### src/sv/sipf_pkg.sv
`timescale 1ns / 1ps
package sipf_pkg;

	// mode codes
	localparam logic [1:0] MODE_PING  = 2'd0;
	localparam logic [1:0] MODE_READ  = 2'd1;
	localparam logic [1:0] MODE_WRITE = 2'd2;
	localparam logic [1:0] MODE_SYNC  = 2'd3;

	// protocol bytes
	localparam logic [7:0] SYNC_BYTE      = 8'hFF;
	localparam logic [7:0] BROADCAST_ID   = 8'hFE;
	localparam logic [7:0] INS_PING       = 8'h01;
	localparam logic [7:0] INS_READ       = 8'h02;
	localparam logic [7:0] INS_WRITE      = 8'h03;
	localparam logic [7:0] INS_SYNC_WRITE = 8'h83;
	localparam logic [7:0] MAX_DATA       = 8'd250;

	// header lengths in bytes, sync bytes included
	localparam logic [2:0] HDR_NONE  = 3'd0;
	localparam logic [2:0] HDR_PING  = 3'd5;
	localparam logic [2:0] HDR_WRITE = 3'd6;
	localparam logic [2:0] HDR_LONG  = 3'd7;

	// header byte positions
	localparam logic [2:0] POS_SYNC0 = 3'd0;
	localparam logic [2:0] POS_SYNC1 = 3'd1;
	localparam logic [2:0] POS_ID    = 3'd2;
	localparam logic [2:0] POS_LEN   = 3'd3;
	localparam logic [2:0] POS_INS   = 3'd4;
	localparam logic [2:0] POS_P0    = 3'd5;
	localparam logic [2:0] POS_P1    = 3'd6;

	localparam int QUEUE_DEPTH = 4;

	typedef struct packed {
		logic [1:0] mode;
		logic [7:0] servo_id;
		logic [7:0] address;
		logic [7:0] read_size;
		logic [7:0] data_count;
		logic [7:0] entry_length;
		logic [7:0] data_byte;
		logic       has_data;
		logic       first;
		logic       last;
	} cmd_t;

	typedef struct packed {
		logic [7:0] out_byte;
		logic       end_of_packet;
	} pkt_t;

	// classified work for the back end: one entry per item that emits bytes
	typedef struct packed {
		logic [2:0] hdr_len;
		logic [7:0] id;
		logic [7:0] len;
		logic [7:0] ins;
		logic [7:0] p0;
		logic [7:0] p1;
		logic [7:0] data;
		logic       emit_data;
		logic       emit_cs;
	} entry_t;

endpackage

### src/sv/sipf_front.sv
`timescale 1ns / 1ps
module sipf_front import sipf_pkg::*; (
	input  logic   clk,
	input  logic   arst_n,
	input  logic   cmd_valid,
	output logic   cmd_stall,
	input  cmd_t   cmd,
	input  logic   q_full,
	output logic   push,
	output entry_t push_entry
);

	logic       in_packet_q;
	logic       open;
	logic [7:0] count;
	logic       accept;

	// clamp the data count so the length byte never wraps
	assign count = (cmd.data_count > MAX_DATA) ? MAX_DATA : cmd.data_count;
	assign open  = cmd.first || in_packet_q;

	// classify the beat into header, data and checksum work
	always_comb begin
		push_entry           = '0;
		push_entry.data      = cmd.data_byte;
		push_entry.emit_data = cmd.has_data && open;
		push_entry.emit_cs   = cmd.last && open;
		push_entry.id        = cmd.servo_id;
		push_entry.p0        = cmd.address;
		if (cmd.first) begin
			case (cmd.mode)
				MODE_PING: begin
					push_entry.hdr_len = HDR_PING;
					push_entry.len     = 8'd2;
					push_entry.ins     = INS_PING;
				end
				MODE_READ: begin
					push_entry.hdr_len = HDR_LONG;
					push_entry.len     = 8'd4;
					push_entry.ins     = INS_READ;
					push_entry.p1      = cmd.read_size;
				end
				MODE_WRITE: begin
					push_entry.hdr_len = HDR_WRITE;
					push_entry.len     = 8'd3 + count;
					push_entry.ins     = INS_WRITE;
				end
				default: begin
					push_entry.hdr_len = HDR_LONG;
					push_entry.id      = BROADCAST_ID;
					push_entry.len     = 8'd4 + count;
					push_entry.ins     = INS_SYNC_WRITE;
					push_entry.p1      = cmd.entry_length;
				end
			endcase
		end else begin
			push_entry.hdr_len = HDR_NONE;
		end
	end

	assign cmd_stall = q_full;
	assign accept    = cmd_valid && !cmd_stall;
	// drop beats that emit nothing
	assign push      = accept && (cmd.first || push_entry.emit_data || push_entry.emit_cs);

	// track whether a packet is open
	always_ff @(posedge clk or negedge arst_n) begin
		if (!arst_n) begin
			in_packet_q <= 1'b0;
		end else if (accept) begin
			if (cmd.first) begin
				in_packet_q <= !cmd.last;
			end else if (cmd.last) begin
				in_packet_q <= 1'b0;
			end
		end
	end

endmodule

### src/sv/sipf_queue.sv
`timescale 1ns / 1ps
module sipf_queue import sipf_pkg::*; #(
	parameter int Depth = QUEUE_DEPTH
) (
	input  logic   clk,
	input  logic   arst_n,
	input  logic   push,
	input  entry_t push_entry,
	output logic   full,
	input  logic   pop,
	output logic   head_valid,
	output entry_t head
);

	localparam int AW = (Depth > 1) ? $clog2(Depth) : 1;
	localparam int CW = $clog2(Depth + 1);

	entry_t         mem_q [Depth];
	logic [AW-1:0]  wr_ptr_q;
	logic [AW-1:0]  rd_ptr_q;
	logic [CW-1:0]  count_q;
	logic           do_push;
	logic           do_pop;

	assign full       = (count_q == CW'(Depth));
	assign head_valid = (count_q != '0);
	assign head       = mem_q[rd_ptr_q];
	assign do_push    = push && !full;
	assign do_pop     = pop && head_valid;

	// store entries
	always_ff @(posedge clk) begin
		if (do_push) begin
			mem_q[wr_ptr_q] <= push_entry;
		end
	end

	// advance pointers and fill count
	always_ff @(posedge clk or negedge arst_n) begin
		if (!arst_n) begin
			wr_ptr_q <= '0;
			rd_ptr_q <= '0;
			count_q  <= '0;
		end else begin
			if (do_push) begin
				wr_ptr_q <= (wr_ptr_q == AW'(Depth - 1)) ? '0 : wr_ptr_q + 1'b1;
			end
			if (do_pop) begin
				rd_ptr_q <= (rd_ptr_q == AW'(Depth - 1)) ? '0 : rd_ptr_q + 1'b1;
			end
			if (do_push && !do_pop) begin
				count_q <= count_q + 1'b1;
			end else if (do_pop && !do_push) begin
				count_q <= count_q - 1'b1;
			end
		end
	end

endmodule

### src/sv/sipf_back.sv
`timescale 1ns / 1ps
module sipf_back import sipf_pkg::*; (
	input  logic   clk,
	input  logic   arst_n,
	input  logic   head_valid,
	input  entry_t head,
	output logic   pop,
	output logic   pkt_valid,
	input  logic   pkt_stall,
	output pkt_t   pkt
);

	logic [3:0] pos_q;
	logic [7:0] sum_q;
	logic       pkt_valid_q;
	pkt_t       pkt_q;

	logic       advance;
	logic       in_hdr;
	logic       is_data;
	logic [3:0] hdr_end;
	logic [3:0] total;
	logic       last_step;
	logic [7:0] hdr_byte;
	logic [7:0] next_byte;

	assign hdr_end   = {1'b0, head.hdr_len};
	assign total     = hdr_end + {3'b0, head.emit_data} + {3'b0, head.emit_cs};
	assign in_hdr    = (pos_q < hdr_end);
	assign is_data   = !in_hdr && head.emit_data && (pos_q == hdr_end);
	assign last_step = (pos_q == total - 4'd1);

	// pick the header byte for this position
	always_comb begin
		case (pos_q[2:0])
			POS_SYNC0: hdr_byte = SYNC_BYTE;
			POS_SYNC1: hdr_byte = SYNC_BYTE;
			POS_ID:    hdr_byte = head.id;
			POS_LEN:   hdr_byte = head.len;
			POS_INS:   hdr_byte = head.ins;
			POS_P0:    hdr_byte = head.p0;
			POS_P1:    hdr_byte = head.p1;
			default:   hdr_byte = SYNC_BYTE;
		endcase
	end

	always_comb begin
		if (in_hdr) begin
			next_byte = hdr_byte;
		end else if (is_data) begin
			next_byte = head.data;
		end else begin
			next_byte = ~sum_q;
		end
	end

	assign advance = head_valid && (!pkt_valid_q || !pkt_stall);
	assign pop     = advance && last_step;

	// step through the entry, one byte per beat
	always_ff @(posedge clk or negedge arst_n) begin
		if (!arst_n) begin
			pos_q       <= '0;
			sum_q       <= '0;
			pkt_valid_q <= 1'b0;
		end else begin
			if (advance) begin
				pkt_valid_q <= 1'b1;
				pos_q       <= last_step ? 4'd0 : pos_q + 4'd1;
				if (in_hdr) begin
					if (pos_q[2:0] == POS_SYNC0) begin
						sum_q <= '0;
					end else if (pos_q[2:0] != POS_SYNC1) begin
						sum_q <= sum_q + hdr_byte;
					end
				end else if (is_data) begin
					sum_q <= sum_q + head.data;
				end else begin
					sum_q <= '0;
				end
			end else if (!pkt_stall) begin
				pkt_valid_q <= 1'b0;
			end
		end
	end

	// hold the output beat until taken
	always_ff @(posedge clk) begin
		if (advance) begin
			pkt_q.out_byte      <= next_byte;
			pkt_q.end_of_packet <= !in_hdr && !is_data;
		end
	end

	assign pkt_valid = pkt_valid_q;
	assign pkt       = pkt_q;

endmodule

### src/sv/servo_instruction_packet_framer_core.sv
`timescale 1ns / 1ps
// Servo-bus instruction packet framer.
// Command channel (cmd_valid / cmd_stall / cmd): one beat per item. A beat with
// first set opens a packet and yields its header (5 bytes for ping, 6 for
// write, 7 for read and sync write); a beat with has_data inside a packet
// yields one parameter byte; a beat with last inside a packet yields the
// checksum, flagged by end_of_packet.
// Packet channel (pkt_valid / pkt_stall / pkt): one framed byte per beat.
// With the back end idle, the first byte of a beat passes through the queue and
// the output register before it is presented.
// Throughput: one output byte per cycle while pkt_stall is low, set by the
// single byte sequencer in the back end; data beats therefore flow one per
// cycle, while a header beat occupies the sequencer for its header, plus a
// data byte and the checksum when it carries them, and the command channel
// stalls once the Depth-entry queue between front and back fills.
// Reset clears the open-packet flag, the checksum, the queue and the output
// valid; no clearing pass is needed. When the receiver stalls, the output
// byte holds, the sequencer waits, and the queue absorbs up to Depth beats
// before cmd_stall rises.
module servo_instruction_packet_framer_core import sipf_pkg::*; #(
	parameter int Depth = QUEUE_DEPTH
) (
	input  logic clk,
	input  logic arst_n,
	input  logic cmd_valid,
	output logic cmd_stall,
	input  cmd_t cmd,
	output logic pkt_valid,
	input  logic pkt_stall,
	output pkt_t pkt
);

	logic   q_full;
	logic   push;
	entry_t push_entry;
	logic   pop;
	logic   head_valid;
	entry_t head;

	// classify incoming beats
	sipf_front u_front (
		.clk        (clk),
		.arst_n     (arst_n),
		.cmd_valid  (cmd_valid),
		.cmd_stall  (cmd_stall),
		.cmd        (cmd),
		.q_full     (q_full),
		.push       (push),
		.push_entry (push_entry)
	);

	// decouple front and back
	sipf_queue #(
		.Depth (Depth)
	) u_queue (
		.clk        (clk),
		.arst_n     (arst_n),
		.push       (push),
		.push_entry (push_entry),
		.full       (q_full),
		.pop        (pop),
		.head_valid (head_valid),
		.head       (head)
	);

	// emit bytes and checksum
	sipf_back u_back (
		.clk        (clk),
		.arst_n     (arst_n),
		.head_valid (head_valid),
		.head       (head),
		.pop        (pop),
		.pkt_valid  (pkt_valid),
		.pkt_stall  (pkt_stall),
		.pkt        (pkt)
	);

endmodule
### config.mk
export PLATFORM = sky130hd
export DESIGN_NAME = servo_instruction_packet_framer_core
export DESIGN_NICKNAME = d
export VERILOG_FILES = /design/src/sv/sipf_pkg.sv /design/src/sv/sipf_front.sv /design/src/sv/sipf_queue.sv /design/src/sv/sipf_back.sv /design/src/sv/servo_instruction_packet_framer_core.sv
export SDC_FILE = /design/constraint.sdc
export NUM_CORES = 1
export LEC_CHECK = 0
export BUFFER_PORTS_ARGS = -buffer_cell sky130_fd_sc_hd__buf_2
export CAP_MARGIN = 15
export CORE_MARGIN = 2
export CORE_UTILIZATION = 55
export CTS_CLUSTER_SIZE = 30
export DETAILED_ROUTE_END_ITERATION = 10
export HOLD_SLACK_MARGIN = 0.08
export PLACE_DENSITY = 0.77
export SYNTH_ARGS = -nofsm -noshare
export SYNTH_HDL_FRONTEND = slang
export SYNTH_SLANG_ARGS = --single-unit
### constraint.sdc
create_clock -name clk -period 5 [get_ports clk]
set_input_delay 0.25 -clock clk [delete_from_list [all_inputs] [get_ports clk]]
set_output_delay 0.25 -clock clk [all_outputs]
set_load 0.02 [all_outputs]
==> reports/summary.txt, run 1 <==
Async SR Flop Fraction: 0.0963
crit path DAT: 4300 ps
clk_skew: 12.2 ps
Post-Route WL: 21200 um
Yosys top cell area share: 0.600
Die X: 138 um
Slew @ Worst Pin: 833 ps
vias in the first global route: 6080
RSZ-0062 raised after global routing: false
nets: 826
Setup WS post-layout: 1080 ps
Cell Chain, Critical Path: buf_4, mux4_2, inv_1, ha_1, a21o_1, a21oi_1, xnor3_1, nand4_1, or2_1, ha_1, inv_1, fa_1, mux2_2
Slew HR: 0.430
highest-count cells in the layout ignoring fill and taps: edfxtp_1, nand2_1, buf_2, mux4_2, ha_1
drt initial violations: 581
final setup violation count: 0
Post-DP Area: 10500 sq um
GPL Wtd Cong: 0.848
Area growth syn-to-layout: 14.4%
Final Hold Fails: 0
# port buffers: 67
met3 WL: 1170 um
total CTS buffers: 22
Hold Path Class: in2reg
CTS clk-pin slew, worst paths: 60 ps
site row count: 48
global-route wire length before repair: 32900 um
Boundary Pins: 68
total track usage: 0.231
yosys warns: 0
Peak VDD IR: 0.324 mV
# fillers: 1211
root buf cell: clkbuf_16
Critical-path top delay cell: mux4_2
CP max stage delay: 580 ps
largest net degree at the start of global routing: 35
Post-synth EDFFs: 197
Die ar.: 19000 sq um
clock sink count: 218
Fin Setup TNS: 0 ps
Ant. Diodes: 0
Avg Inst Size Synth: 15.6 sq um
commonest non-fill, non-tap cell in the layout: edfxtp_1
Mapped Nets: 729
Slew Limit Fails: 0
Die Y: 138 um
Worst-Skew Late Latency: 510 ps
status: complete, no violations
Final Instance Area: 11300 sq um
CTS tree: done
metal2 WL: 10600 um
initial core utilization: 0.566
antenna violations before repair: 0
DR pass1 iterations: 8
clock power share: 0.209
pwr/cell area: 621 nW/um^2
Tmin final: 3920 ps
Synth Cell Area: 9870 sq um
total number of vias: 5905
CP required: 5380 ps
flops & latches, synth: 218
Pwr Total: 7.01 mW
DRC Markers: 0
Crit Path Max Fanout: 21
Combinational Power Share: 0.423
CP Class: reg2reg
Top Layer Used: met4
number of H-tree levels: 1
Synth Flop Type: edfxtp_1
Max-cap violations: 0
net switching power: 2.51 mW
period utilisation layout: 0.783
Pleak: 4.13 nW
internal power: 4.49 mW
fmax: 255 MHz
post-synthesis sequential area ratio: 0.653
CP Capture Type: flop
Max Buffers Root-to-Sink: 3
DPL Wire Length: 13900 um
CP startpoint kind: flop
GR Overflow Total: 0
switch share: 0.359
dpl ws: 1070 ps
cell taking the most area after synthesis: edfxtp_1
sequential group share of total power: 0.368
share of cells above drive strength 1: 0.222
top cells by area, synth: edfxtp_1, mux4_2, dfrtp_1
multi-input logic area: 3190 sq um
Mapped Cells: 634
wire length per cell: 21.9 um
Core ar.: 17400 sq um
antenna-violating nets left: 0
Distinct cells, synth: 57
vias per cell: 6.11
M1 WL: 8770 um
Reg area: 6440 sq um
[layout make-up]
cell class,count,share of cell area
Tap cell,225,0.0250
Inverter,27,0.00898
Multi-Input combinational cell,362,0.283
Clock buffer,29,0.0520
Timing Repair Buffer,100,0.0561
Sequential cell,218,0.571
Clock inverter,6,0.00366
[worst max-delay path, delay by kind of cell (launching register included)]
kind | cells | cell delay, ps
flip-flops | 1 | 410
AND/OR/NAND/NOR | 2 | 460
buffers and inverters | 3 | 650
AO/OA/AOI/OAI | 2 | 350
multiplexers | 2 | 850
adder cells (fa/ha/maj) | 3 | 900
XOR/XNOR | 1 | 170
[what timing repair did]
item                      4_1_cts  5_1_grt
gates resized for setup         0        0
setup buffers                   0        0
hold buffers                   20        0
hold endpoints to repair       91        0
[power by group through the flow]
stage	registers [mW]	clock network, mW	logic (mW)
finish	2.58	1.47	2.96
global route	2.61	1.55	3.25
CTS	2.58	1.49	2.96
detailed placement	2.61	0	2.93
global placement	2.59	0	2.82
floorplan	2.61	0	2.15
[kinds of logic after synthesis]
logic type      synth area share
compound gates            0.0662
xor+xnor                  0.0200
fa+ha+maj                 0.0512
buf+inv                   0.0245
flops                      0.653
mux                        0.119
simple gates              0.0663
[per-layer routing]
metal | vias to the layer above | global-route usage
li1 | 2640 | -
met1 | 2968 | 0.319
met2 | 248 | 0.380
met3 | 49 | 0.0329
met4 | 0 | 0.0822
met5 | - | 0
[state kept, by name, summed over array words and instances (netlist names)]
register / flops
u_back.pkt: 9
u_queue.rd_ptr_q: 2
u_front.in_packet_q: 1
u_back.sum_q: 8
u_queue.wr_ptr_q: 2
u_back.pkt_valid: 1
u_back.pos_q: 4
u_queue.mem_q: 188
u_queue.count_q: 3
[cell usage after synthesis, drive strengths merged, types with 3 or more instances]
| library cell | instances |
|---|---|
| a211oi | 10 |
| a21o | 6 |
| a21oi | 27 |
| a22oi | 9 |
| a31oi | 6 |
| and2 | 7 |
| and3 | 3 |
| buf | 14 |
| clkbuf | 13 |
| dfrtp | 21 |
| edfxtp | 197 |
| fa | 4 |
| ha | 34 |
| inv | 27 |
| mux2 | 3 |
| mux2i | 8 |
| mux4 | 47 |
| nand2 | 69 |
| nand2b | 8 |
| nand3 | 9 |
| nand4 | 5 |
| nor2 | 29 |
| nor2b | 3 |
| nor3 | 3 |
| o21a | 4 |
| o21ai | 20 |
| o22ai | 3 |
| xnor2 | 11 |
| xor2 | 9 |
[per-stage QoR]
stage | instances | utilization | hold WS (ps)
2_1_floorplan | 634 | - | -45.6
3_3_place_gp | 912 | 0.600 | 250
3_5_place_dp | 912 | 0.600 | 260
4_1_cts | 967 | 0.648 | 82.9
5_1_grt | 967 | 0.648 | 106
6_report | 967 | 0.648 | 101
[final timing paths]
check                                                start                         endpoint  slack, ps  cells after the start
min                                                cmd[47]   u_queue.mem_q[3][46]$_DFFE_PP_        100                      2
max in group asynchronous                           arst_n  u_queue.rd_ptr_q[1]$_DFFE_PN0P_       4350                      2
max                        u_queue.rd_ptr_q[0]$_DFFE_PN0P_   u_queue.count_q[1]$_DFFE_PN0P_       1080                     13
min in group asynchronous                           arst_n  u_queue.wr_ptr_q[0]$_DFFE_PN0P_        260                      2
max reg2reg                u_queue.rd_ptr_q[0]$_DFFE_PN0P_   u_queue.count_q[1]$_DFFE_PN0P_       1080                     13
min reg2reg                   u_back.pkt_valid$_DFFE_PN0P_     u_back.pkt_valid$_DFFE_PN0P_        500                      2
Note: power is estimated with default switching activity, not from simulation.
==> inputs of run 2 (changes only) <==
- ABC_AREA: not set -> 1
- PLACE_DENSITY: 0.77 -> 0.79
- clock period: 5 -> 3.5 ns (I/O delays scaled with it)
==> run 2 against run 1 <==
  * The run now ends with negative setup slack left
  * Routed wire length up 17%
  * Non-clock buffer count rose by 48
  * Power up 73%
  * Clock power increased by 71%
  * Maximum frequency rose by 8.7%
  * Hold slack got worse by 3.4 ps
  * Worst setup slack worse by 1200 ps
  * Sequential share of layout area is 5.1 points lower
  * Critical endpoint is now u_queue.count_q[2]$_DFFE_PN0P_
  * Largest cell class unchanged
  * Largest power group unchanged
==> reports/summary.txt, run 2 <==
status: finished with violations
violated checks: negative setup slack
crit path DAT: 4010 ps (-290 ps)
antenna-violating nets left: 0 (unchanged)
Mapped Nets: 1038 (+42%)
vias in the first global route: 7478 (+23%)
post-synthesis simple-gate area fraction: 0.143 (+0.0768)
placed cells: 1234 (+35%)
max reg flops: 188 (unchanged)
Die ar.: 19900 sq um (+4.3%)
CP required: 3910 ps (-1470 ps)
top cells by area, synth: edfxtp_1, nand2_1, dfrtp_1
post-synthesis sequential area ratio: 0.625 (-0.0280)
Synth Flop Type: edfxtp_1
clock sink count: 218 (unchanged)
Ant. Diodes: 0 (unchanged)
Hold WS: 97.5 ps (-3.39 ps)
flops & latches, synth: 218 (unchanged)
Final Core Density: 0.669 (+0.0207)
vias per cell: 5.71 (-6.4%)
DRC Markers: 0 (unchanged)
most common cell in the synthesized netlist: edfxtp_1
Hold Path Class: in2reg
Yosys top cell area share: 0.574 (-0.0257)
commonest non-fill, non-tap cell in the layout: edfxtp_1
Fin Setup TNS: -167 ps (-167 ps)
# fillers: 1315 (+8.6%)
Boundary Pins: 68 (unchanged)
Slew HR: 0.403 (-0.0275)
Synth Cell Area: 10300 sq um (+4.5%)
Max Buffers Root-to-Sink: 3 (unchanged)
dpl ws: -80.9 ps (-1160 ps)
CP Class: reg2reg
CP Capture Type: flop
Setup WS post-layout: -101 ps (-1190 ps)
WP buf/inv: 5 (+2)
Cell Chain, Critical Path: inv_8, nand2_4, a32oi_2, inv_1, ha_1, inv_2, ha_4, fa_2, or2_4, nand4_1, nor2_1, nand2_1, nor2_4, inv_2, ha_4, inv_4, fa_2, a21oi_2, o21ai_2, xor2_1
Die X: 141 um (+2.1%)
Slew @ Worst Pin: 890 ps (+57.4 ps)
number of H-tree levels: 1 (unchanged)
synth cell count leaders: edfxtp_1, nand2_1, nor2_1, o21ai_0, inv_1
Max-cap violations: 0 (unchanged)
yosys warns: 0 (unchanged)
Worst-Skew Late Latency: 530 ps (+20 ps)
wire length per cell: 18.7 um (-15%)
Post-Synth Adder-Cell Area: 0.0490 (-0.00220)
final non-filler cell total: 1331 (+38%)
DPL Wire Length: 15300 um (+10%)
largest net degree at the start of global routing: 56 (+60%)
# port buffers: 67 (unchanged)
GPL Wtd Cong: 0.871 (+2.7%)
Crit Path Max Fanout: 8 (-62%)
Post-synth EDFFs: 197 (unchanged)
Tmin final: 3600 ps (-315 ps)
mux contribution to synthesized area: 0.00109 (-0.118)
Area growth syn-to-layout: 20.1%
Compound-Gate Fraction of Synth Area: 0.116 (+0.0502)
site row count: 50 (+4.2%)
Pleak: 4.88 nW (+18%)
CP startpoint kind: flop
Mapped Cells: 943 (+49%)
pwr/cell area: 977 nW/um^2 (+57%)
Final Hold Fails: 0 (unchanged)
XOR/XNOR Fraction of Synth Area: 0.00838 (-0.0117)
period utilisation layout: 1.03 (+0.246)
Slew Limit Fails: 0 (unchanged)
initial core utilization: 0.557 (-0.00983)
Largest Register: u_queue.mem_q
antenna violations before repair: 0 (unchanged)
Peak VDD IR: 0.497 mV (+54%)
Distinct cells, synth: 50 (-12%)
cell taking the most area after synthesis: edfxtp_1
Worst Setup SP: u_queue.rd_ptr_q[0]$_DFFE_PN0P_
Avg Inst Size Synth: 10.9 sq um (-30%)
largest family of logic cells by synthesized area: simple AND/OR/NAND/NOR gates
Worst R2R Start: u_queue.rd_ptr_q[0]$_DFFE_PN0P_
CTS tree: done
Reg area: 6440 sq um (about the same)
final setup violation count: 2 (+2)
fmax: 278 MHz (+8.7%)
multi-input logic area: 3410 sq um (+6.9%)
total number of vias: 7605 (+29%)
drt initial violations: 770 (+33%)
DR pass1 iterations: 6 (-2)
total track usage: 0.247 (+0.0165)
GR Overflow Total: 0 (unchanged)
clk_skew: 12.8 ps (+0.660 ps)
Core ar.: 18500 sq um (+6.3%)
Async SR Flop Fraction: 0.0963 (unchanged)
Post-Route WL: 24900 um (+17%)
highest-count cells in the layout ignoring fill and taps: edfxtp_1, nand2_1, nor2_1, o21ai_0, inv_1
Die Y: 141 um (+2.1%)
Hold Startpoint: cmd[31]
RSZ-0062 raised after global routing: true
total CTS buffers: 24 (+9.1%)
root buf cell: clkbuf_16
global-route wire length before repair: 38300 um (+17%)
share of cells above drive strength 1: 0.180 (-0.0428)
CTS clk-pin slew, worst paths: 60 ps (about the same)
Crit path max-delay family: adder cells
nets: 1174 (+42%)
CP max stage delay: 480 ps (-100 ps)
Critical-path top delay cell: dfrtp_2
[run 2: cells by family (layout without fill, tap and decap cells)]
kind of cell	Yosys count	count (layout)
compound gates	207	207
xor+xnor	9	9
fa+ha+maj	38	38
buf+inv	119	273
flops	218	218
mux	1	1
simple gates	351	351
[run 2: final cells by class]
class	count	area share
clock buffers	27	0.0494
repair buffers	148	0.0905
clock inverters	17	0.0148
flip-flops and latches	218	0.520
inverters	81	0.0256
well taps	234	0.0237
multi-input cells	606	0.276
[run 2: where the power goes]
group / switching (mW) / internal [mW]
sequential: 0.242 / 3.49
clock: 1.03 / 1.49
combinational: 3.63 / 2.21
total: 4.91 / 7.19
[run 2: metal layers]
metal  part of all wire  GRT usage  up-vias
met5                  0          0        -
met2               0.48      0.410      357
met1               0.40      0.323     3578
met3              0.081     0.0489       75
li1                   -          -     3595
met4              0.036     0.0984        0
[run 2: metrics by stage]
stage | power [mW] | area (sq um)
final | 12.1 | 12400
after global routing | 12.9 | 12400
after CTS | 11.8 | 12300
after detailed placement | 9.00 | 11000
after global placement | 8.81 | 11000
after floorplan | 7.65 | 10300
[run 2: final timing paths]
| path | end | slack [ps] | cells past startpoint |
|---|---|---|---|
| max | u_queue.count_q[2]$_DFFE_PN0P_ | -100 | 20 |
| min | u_queue.mem_q[0][14]$_DFFE_PP_ | 100 | 2 |
| max reg2reg | u_queue.count_q[2]$_DFFE_PN0P_ | -100 | 20 |
| min reg2reg | u_back.pkt_valid$_DFFE_PN0P_ | 550 | 2 |
| max in group asynchronous | u_queue.rd_ptr_q[0]$_DFFE_PN0P_ | 2910 | 2 |
| min in group asynchronous | u_back.sum_q[0]$_DFFE_PN0P_ | 190 | 2 |
[run 2: what timing repair did]
| item | 4_1_cts | 5_1_grt |
|---|---|---|
| endpoints found under the hold margin | 155 | 0 |
| setup buffers | 10 | 4 |
| hold buffers | 43 | 0 |
| setup endpoints to repair | 2 | 8 |
| pin swaps | 1 | 10 |
| gates resized for setup | 5 | 25 |
